==> config.mk <==
export PLATFORM = sky130hd
export DESIGN_NAME = restoring_divider_unit
export DESIGN_NICKNAME = d
export VERILOG_FILES = /design/src/rtl/rdu_pkg.sv /design/src/rtl/rdu_stage.sv /design/src/rtl/restoring_divider_unit.sv
export SDC_FILE = /design/constraint.sdc
export NUM_CORES = 1
export LEC_CHECK = 0
export BUFFER_PORTS_ARGS = -buffer_cell sky130_fd_sc_hd__buf_4
export CELL_PAD_IN_SITES_DETAIL_PLACEMENT = 0
export CELL_PAD_IN_SITES_GLOBAL_PLACEMENT = 1
export CORE_UTILIZATION = 50
export CTS_CLUSTER_SIZE = 10
export DETAILED_ROUTE_END_ITERATION = 8
export PLACE_DENSITY_LB_ADDON = 0.1
export SLEW_MARGIN = 10
export SYNTH_ARGS = -nofsm -noshare
export SYNTH_HDL_FRONTEND = slang
export SYNTH_SLANG_ARGS = --single-unit
==> constraint.sdc <==
create_clock -name clk -period 3.8 [get_ports clk]
set_input_delay 0.57 -clock clk [delete_from_list [all_inputs] [get_ports clk]]
set_output_delay 0.57 -clock clk [all_outputs]
set_load 0.05 [all_outputs]
==> src/rtl/rdu_pkg.sv <==
package rdu_pkg;

  localparam int unsigned WIDTH_DEFAULT = 8;

  function automatic int unsigned byte_pad(input int unsigned bits);
    return ((bits + 7) / 8) * 8;
  endfunction

endpackage

==> src/rtl/rdu_stage.sv <==
module rdu_stage #(
  parameter int unsigned WIDTH = rdu_pkg::WIDTH_DEFAULT
) (
  input  logic             clk,
  input  logic             rst,
  input  logic             in_valid,
  output logic             in_ready,
  input  logic [WIDTH:0]   in_acc,
  input  logic [WIDTH-1:0] in_quo,
  input  logic [WIDTH-1:0] in_den,
  input  logic             in_dbz,
  output logic             out_valid,
  input  logic             out_ready,
  output logic [WIDTH:0]   out_acc,
  output logic [WIDTH-1:0] out_quo,
  output logic [WIDTH-1:0] out_den,
  output logic             out_dbz
);
  import rdu_pkg::*;

  logic [WIDTH:0]   acc_shift;
  logic [WIDTH:0]   den_ext;
  logic [WIDTH:0]   diff;
  logic             fits;
  logic [WIDTH:0]   acc_next;
  logic [WIDTH-1:0] quo_next;
  logic             load;

  assign acc_shift = {in_acc[WIDTH-1:0], in_quo[WIDTH-1]};
  assign den_ext   = {1'b0, in_den};
  assign diff      = acc_shift - den_ext;
  assign fits      = acc_shift >= den_ext;
  assign acc_next  = fits ? diff : acc_shift;
  assign quo_next  = {in_quo[WIDTH-2:0], fits};

  // advance when empty or when the next stage takes our item
  assign load     = !out_valid || out_ready;
  assign in_ready = load;

  always_ff @(posedge clk) begin
    if (rst) begin
      out_valid <= 1'b0;
    end else if (load) begin
      out_valid <= in_valid;
    end
  end

  always_ff @(posedge clk) begin
    if (load && in_valid) begin
      out_acc <= acc_next;
      out_quo <= quo_next;
      out_den <= in_den;
      out_dbz <= in_dbz;
    end
  end

endmodule

==> src/rtl/restoring_divider_unit.sv <==
// Unsigned restoring divider, pipelined one stage per quotient bit. Each
// transfer on the s_ side carries a dividend and divisor; the matching
// quotient and remainder leave on the m_ side, in order, after passing
// through the chain of WIDTH registered subtract-and-restore stages, each
// holding one (WIDTH+1)-bit subtract and compare. While m_ is not stalled,
// a new transfer is taken every cycle, so throughput is one division per clock.
// Back pressure on m_ fills empty stages first and only then stalls s_.
// A zero divisor returns an all-ones quotient, the dividend as remainder,
// and m_tuser set.
module restoring_divider_unit #(
  parameter int unsigned WIDTH = rdu_pkg::WIDTH_DEFAULT
) (
  input  logic                                  clk,
  input  logic                                  rst,
  input  logic                                  s_tvalid,
  output logic                                  s_tready,
  // dividend [WIDTH-1:0], divisor [2*WIDTH-1:WIDTH], zero padding
  input  logic [rdu_pkg::byte_pad(2*WIDTH)-1:0] s_tdata,
  output logic                                  m_tvalid,
  input  logic                                  m_tready,
  // quotient [WIDTH-1:0], remainder [2*WIDTH-1:WIDTH], zero padding
  output logic [rdu_pkg::byte_pad(2*WIDTH)-1:0] m_tdata,
  // divide_by_zero [0]
  output logic                                  m_tuser
);
  import rdu_pkg::*;

  localparam int unsigned DATA_W = byte_pad(2*WIDTH);

  logic             valid_c [0:WIDTH];
  logic             ready_c [0:WIDTH];
  logic [WIDTH:0]   acc_c   [0:WIDTH];
  logic [WIDTH-1:0] quo_c   [0:WIDTH];
  logic [WIDTH-1:0] den_c   [0:WIDTH];
  logic             dbz_c   [0:WIDTH];

  assign valid_c[0] = s_tvalid;
  assign s_tready   = ready_c[0];
  assign acc_c[0]   = '0;
  assign quo_c[0]   = s_tdata[WIDTH-1:0];
  assign den_c[0]   = s_tdata[2*WIDTH-1:WIDTH];
  assign dbz_c[0]   = (s_tdata[2*WIDTH-1:WIDTH] == '0);

  for (genvar i = 0; i < WIDTH; i++) begin : g_stage
    rdu_stage #(
      .WIDTH(WIDTH)
    ) u_stage (
      .clk      (clk),
      .rst      (rst),
      .in_valid (valid_c[i]),
      .in_ready (ready_c[i]),
      .in_acc   (acc_c[i]),
      .in_quo   (quo_c[i]),
      .in_den   (den_c[i]),
      .in_dbz   (dbz_c[i]),
      .out_valid(valid_c[i+1]),
      .out_ready(ready_c[i+1]),
      .out_acc  (acc_c[i+1]),
      .out_quo  (quo_c[i+1]),
      .out_den  (den_c[i+1]),
      .out_dbz  (dbz_c[i+1])
    );
  end

  assign ready_c[WIDTH] = m_tready;
  assign m_tvalid       = valid_c[WIDTH];
  assign m_tuser        = dbz_c[WIDTH];

  if (DATA_W > 2*WIDTH) begin : g_pad
    assign m_tdata = {{(DATA_W-2*WIDTH){1'b0}}, acc_c[WIDTH][WIDTH-1:0], quo_c[WIDTH]};
  end else begin : g_nopad
    assign m_tdata = {acc_c[WIDTH][WIDTH-1:0], quo_c[WIDTH]};
  end

  a_reset_empty: assert property (@(posedge clk) rst |=> !m_tvalid)
    else $error("output valid right after reset");

  a_empty_ready: assert property (@(posedge clk) disable iff (rst)
    !m_tvalid |-> s_tready)
    else $error("input stalled while pipeline tail is empty");

  a_dbz_quo: assert property (@(posedge clk) disable iff (rst)
    (m_tvalid && m_tuser) |-> (m_tdata[WIDTH-1:0] == {WIDTH{1'b1}}))
    else $error("zero divisor without all-ones quotient");

  a_stall_take: assert property (@(posedge clk) disable iff (rst)
    (s_tvalid && s_tready && m_tvalid && !m_tready) |=> m_tvalid)
    else $error("result lost while stalled");

endmodule

After elaboration in Yosys (flattened, before gate mapping) --
Index checks and enable logic that the tools add are counted.
Word-level totals: bits of input ports 20, logic and storage cells 89, output and inout port bits 19, flip-flop bits (word level) 200
Operators by class: multiplexer cells 8, $lt $le $gt $ge 8, $add $sub $neg 8, reductions and logical operators 25
Operators with widths (number):
- >= comparator 9 x 8 -> 1 bit | 7
- 2-to-1 mux 8 bit | 7
- subtractor 8 bit | 7
- >= comparator 1 x 8 -> 1 bit | 1
- logical AND 1 bit | 8
- logical NOT 1 bit | 8
- logical NOT 8 bit | 1
- logical OR 1 bit | 8
- subtractor 1 x 8 -> 8 bit | 1
- 2-to-1 mux 1 bit | 1

Depth between registers and ports, before layout --
depth after elaboration 10, depth in mapped cells 9, gate-level depth less buffers 8

Hierarchy --
Synthesis repeated with hierarchy kept, for this count alone.
Unflattened totals: cells, all modules 801, area, all modules 11033.1 µm²
By module, submodules not included:
- rdu_stage at g_stage[5].u_stage ... | area each 1393.8 µm², times used 3, cells an instance 96, seq. area each 800.8 µm²
- rdu_stage at g_stage[2].u_stage ... | area each 1368.8 µm², times used 3, cells an instance 107, seq. area each 800.8 µm²
- rdu_stage at g_stage[0].u_stage | area each 1412.6 µm², times used 1, cells an instance 98, seq. area each 800.8 µm²
- rdu_stage at g_stage[1].u_stage | area each 1310.0 µm², times used 1, cells an instance 90, seq. area each 800.8 µm²
- restoring_divider_unit | area each 22.5 µm², times used 1, cells an instance 4, seq. area each 0.0 µm²

Least setup slack after synthesis --
No wires, ideal clock.
path kind reg-to-reg, start point reg g_stage[7].u_stage.out_valid, end point reg g_stage[2].u_stage.out_acc[0] (enable), stages on the path, launching flop included 6, slack 0.224 ns, path buffers 1, required time 3.354 ns, arrival 3.131 ns, library setup time 0.446 ns, period minus slack after synthesis 3.576 ns, cell sequence dfxtp_1 -> nor2b_1 -> and3_1 -> and3_1 -> clkbuf_1 -> a21boi_0
Between the ends: word-level cells in the longest chain between the ends 8
Ends and longest elaborated chain:
- start: declaration | line rdu_stage.sv:12 | output logic out_valid,
- start signal: assignment | line rdu_stage.sv:44 | out_valid <= in_valid;
- logical NOT 1 bit | line rdu_stage.sv:37 | assign load = !out_valid || out_ready;
- logical OR 1 bit (6 in a row) | line rdu_stage.sv:37
- logical AND 1 bit | line rdu_stage.sv:49 | if (load && in_valid) begin
- end signal: assignment | line rdu_stage.sv:50 | out_acc <= acc_next;
- end: declaration | line rdu_stage.sv:14 | output logic [WIDTH:0] out_acc,
No other way between the ends. A chain may end at the register's enable or synchronous reset.

Worst setup path in the final report --
start point reg g_stage[7].u_stage.out_valid, end point out s_tready
Between the ends: word-level cells in the longest chain between the ends 9
Ends and longest elaborated chain:
- logical NOT 1 bit | line rdu_stage.sv:37
- logical OR 1 bit (8 in a row) | line rdu_stage.sv:37
- end: declaration | line restoring_divider_unit.sv:16 | output logic s_tready,
No other way between the ends.

==> metrics.md <==
| Metric | Value |
|---|---|
| Status | finished clean |
| WP data arrival | 2250 ps |
| Max Freq | 355 MHz |
| Drt total wl | 16.3 mm |
| Worst Hold Depth | 1 |
| GRT Total Usage | 17.8% |
| Slew @ Worst Pin | 1100 ps |
| Via count | 5609 |
| FF+latch count, synth | 200 |
| Worst Skew | 10.9 ps |
| Number of routed nets with antenna violations | 0 |
| Post-CTS Setup Repair Bufs | 0 |
| Switch Pwr | 1290 uW |
| Total internal power | 3690 uW |
| Resize count post-CTS | 0 |
| Post-synth EDFFs | 192 |
| Synthesized cell area | 0.00973 mm2 |
| Die Span Y | 141 um |
| Synth Flop Type | edfxtp_1 |
| Leakage | 0.00418 uW |
| Worst-Skew Late Latency | 450 ps |
| Area delta synth->final | 12.7% |
| CTS buffer count | 17 |
| Nets | 866 |
| Share of flip-flops with an asynchronous set or reset | 0% |
| Total core area | 0.0189 mm2 |
| Critical path startpoint category | register |
| I/O Pins | 39 |
| R2R Path Start | g_stage[7].u_stage.out_valid |
| Endpoints failing setup | 0 |
| VDD IR max | 0.366 mV |
| Sw Share | 26.0% |
| Largest net degree at the start of global routing | 26 |
| Setup tns final | 0 ps |
| Post-CTS Hold Fix Bufs | 0 |
| Die Area | 0.0200 mm2 |
| Drt via density | 5.32 |
| Number of global-route vias before repair | 5664 |
| Buffers added on ports | 38 |
| Crit Path Max Fanout | 7 |
| Reg2reg end | g_stage[0].u_stage.out_quo[4] |
| Yosys warning count | 0 |
| Combinational share of power | 10.6% |
| Final Cell Area | 0.0110 mm2 |
| HP Class | input pin to register |
| DR DRC count | 0 |
| Clk slew on worst S/H paths | 80 ps |
| Synthesized instance count | 732 |
| Share of layout cells above drive strength 1 | 15.9% |
| CP startpoint | g_stage[7].u_stage.out_valid |
| Hold Path Sink | g_stage[0].u_stage.out_quo[7] |
| Worst hold slack | 299 ps |
| Sequential fraction of the synthesis area | 60.9% |
| Initial Util | 51.5% |
| GR Overflow Total | 0 |
| Max-slew violation count | 0 |
| First-pass GRT wire length | 27.0 mm |
| Avg WL per Cell | 15.5 um |
| Hold Crit Start | s_tdata[6] |
| Crit path kind | register to primary output |
| Mapped Nets | 817 |
| CTS tree | yes |
| Slew Limit Headroom | 26.6% |
| Met3 wire len | 448 um |
| Clock sink total | 200 |
| Crit end category | primary output |
| Min cycle time layout | 2820 ps |
| Initial antenna violation count | 0 |
| Clock buffer depth | 2 |
| Fin crit share | 74.1% |
| Ant. Diodes | 0 |
| First-pass iteration count of the detailed router | 4 |
| Layout Cells excl Fill | 1054 |
| Library cells used by synthesis | 51 |
| H-tree Lvls | 4 |
| Clk network pwr share | 38.1% |
| Max-cap viol count | 0 |
| DPL Wire Length | 12.3 mm |
| Reg2reg path depth | 5 |
| Row cnt | 50 |
| Post-DP Area | 0.0103 mm2 |
| DRT iter0 DRCs | 303 |
| Chip Width | 141 um |
| WP data required | 3230 ps |
| Register share of total power | 51.2% |
| Mapped Avg Cell Area | 13.3 um2 |
| Placed instance count | 1022 |
| Worst R2R Setup Slack | 1250 ps |
| Met2 wire len | 8.59 mm |
| Top layer used by detailed routing | met4 |
| RSZ-0062 raised after global routing | no |
| Pwr per Cell Area | 455 mW/mm2 |
| Routed metal-1 wire length | 6.79 mm |
| Final Hold Vio Count | 0 |
| RePlAce Congestion | 0.864 |
| CTS Root Cell | clkbuf_16 |
[worst max-delay path by stage]
stage / depth (start not counted) / slack [ps] / end
2_1_floorplan: 5 / 220 / g_stage[2].u_stage.out_acc[0]
3_3_place_gp: 6 / 1040 / g_stage[0].u_stage.out_quo[4]
3_5_place_dp: 6 / 930 / g_stage[0].u_stage.out_quo[5]
4_1_cts: 5 / 960 / s_tready
5_1_grt: 5 / 820 / s_tready
6_report: 5 / 980 / s_tready
[routing by layer]
| metal | GRT usage (%) | vias up |
|---|---|---|
| li1 | - | 2801 |
| met3 | 3.75 | 36 |
| met4 | 9.05 | 0 |
| met1 | 19.6 | 2663 |
| met5 | 0 | - |
| met2 | 32.6 | 109 |
[worst max-delay path, stage by stage, from the launching register on]
cell,delay [ps]
dfxtp_1,340
nor2b_1,320
and3_1,320
and3_1,380
nand4_1,200
buf_4,240
[synthesized netlist by cell type (all sizes together) (7+ instances only)]
cell type / n / area [um2]
a21o: 11 / 82.6
nand2: 30 / 113
a21boi: 11 / 93.8
dfxtp: 8 / 160
nor4: 9 / 56.3
inv: 93 / 349
nand2b: 12 / 75.1
nor2b: 23 / 144
o21a: 11 / 82.6
edfxtp: 192 / 5770
o21bai: 8 / 60.1
mux2: 31 / 349
mux2i: 15 / 150
nand3: 8 / 40.0
buf: 9 / 71.3
nor2: 38 / 143
ha: 58 / 726
a31oi: 7 / 43.8
a21oi: 31 / 155
o21ai: 26 / 134
xnor2: 16 / 140
fa: 7 / 140
[state kept, by name, summed over array words and instances (netlist names)]
register	flops
g_stage.u_stage.out_den	56
g_stage.u_stage.out_valid	8
g_stage.u_stage.out_dbz	8
g_stage.u_stage.out_quo	64
g_stage.u_stage.out_acc	64
[per-stage QoR]
stage	total power [uW]	setup slack [ps]	utilization (%)
finish	4980	983	58.0
global route	5180	815	58.0
CTS	5030	963	58.0
detailed placement	3130	929	54.6
global placement	3110	1040	54.6
floorplan	3000	224	-
[layout make-up]
type,count,area (um2)
Clock inverter,15,218
Multi-Input combinational cell,424,3380
Sequential cell,200,5930
Fill cell,1538,7930
Tap cell,260,325
Timing Repair Buffer,45,338
Inverter,93,349
Clock buffer,17,425
[kinds of logic after synthesis]
group                    synth area share, %
multiplexers                            5.13
AND/OR/NAND/NOR                         8.24
AO/OA/AOI/OAI                           10.5
adder cells (fa/ha/maj)                 8.90
XOR/XNOR                                1.71
flip-flops                              60.9
buffers and inverters                   4.55
[power by group through the flow]
stage	clock network (uW)	registers, uW	logic, uW
after detailed placement	0	2610	526
after CTS	1950	2560	529
after floorplan	0	2580	414
after global routing	2030	2560	591
final	1900	2550	530
after global placement	0	2600	507
[layout by cell type, fill, tap and decap left out, types with 17 or more instances in the layout]
master     instances
inv_1             93
clkbuf_16         17
o21ai_0           25
nor2b_1           21
buf_4             45
nor2_1            38
nand2_1           30
mux2_2            31
edfxtp_1         192
ha_1              58
a21oi_1           31
(Power assumes the default switching activity.)
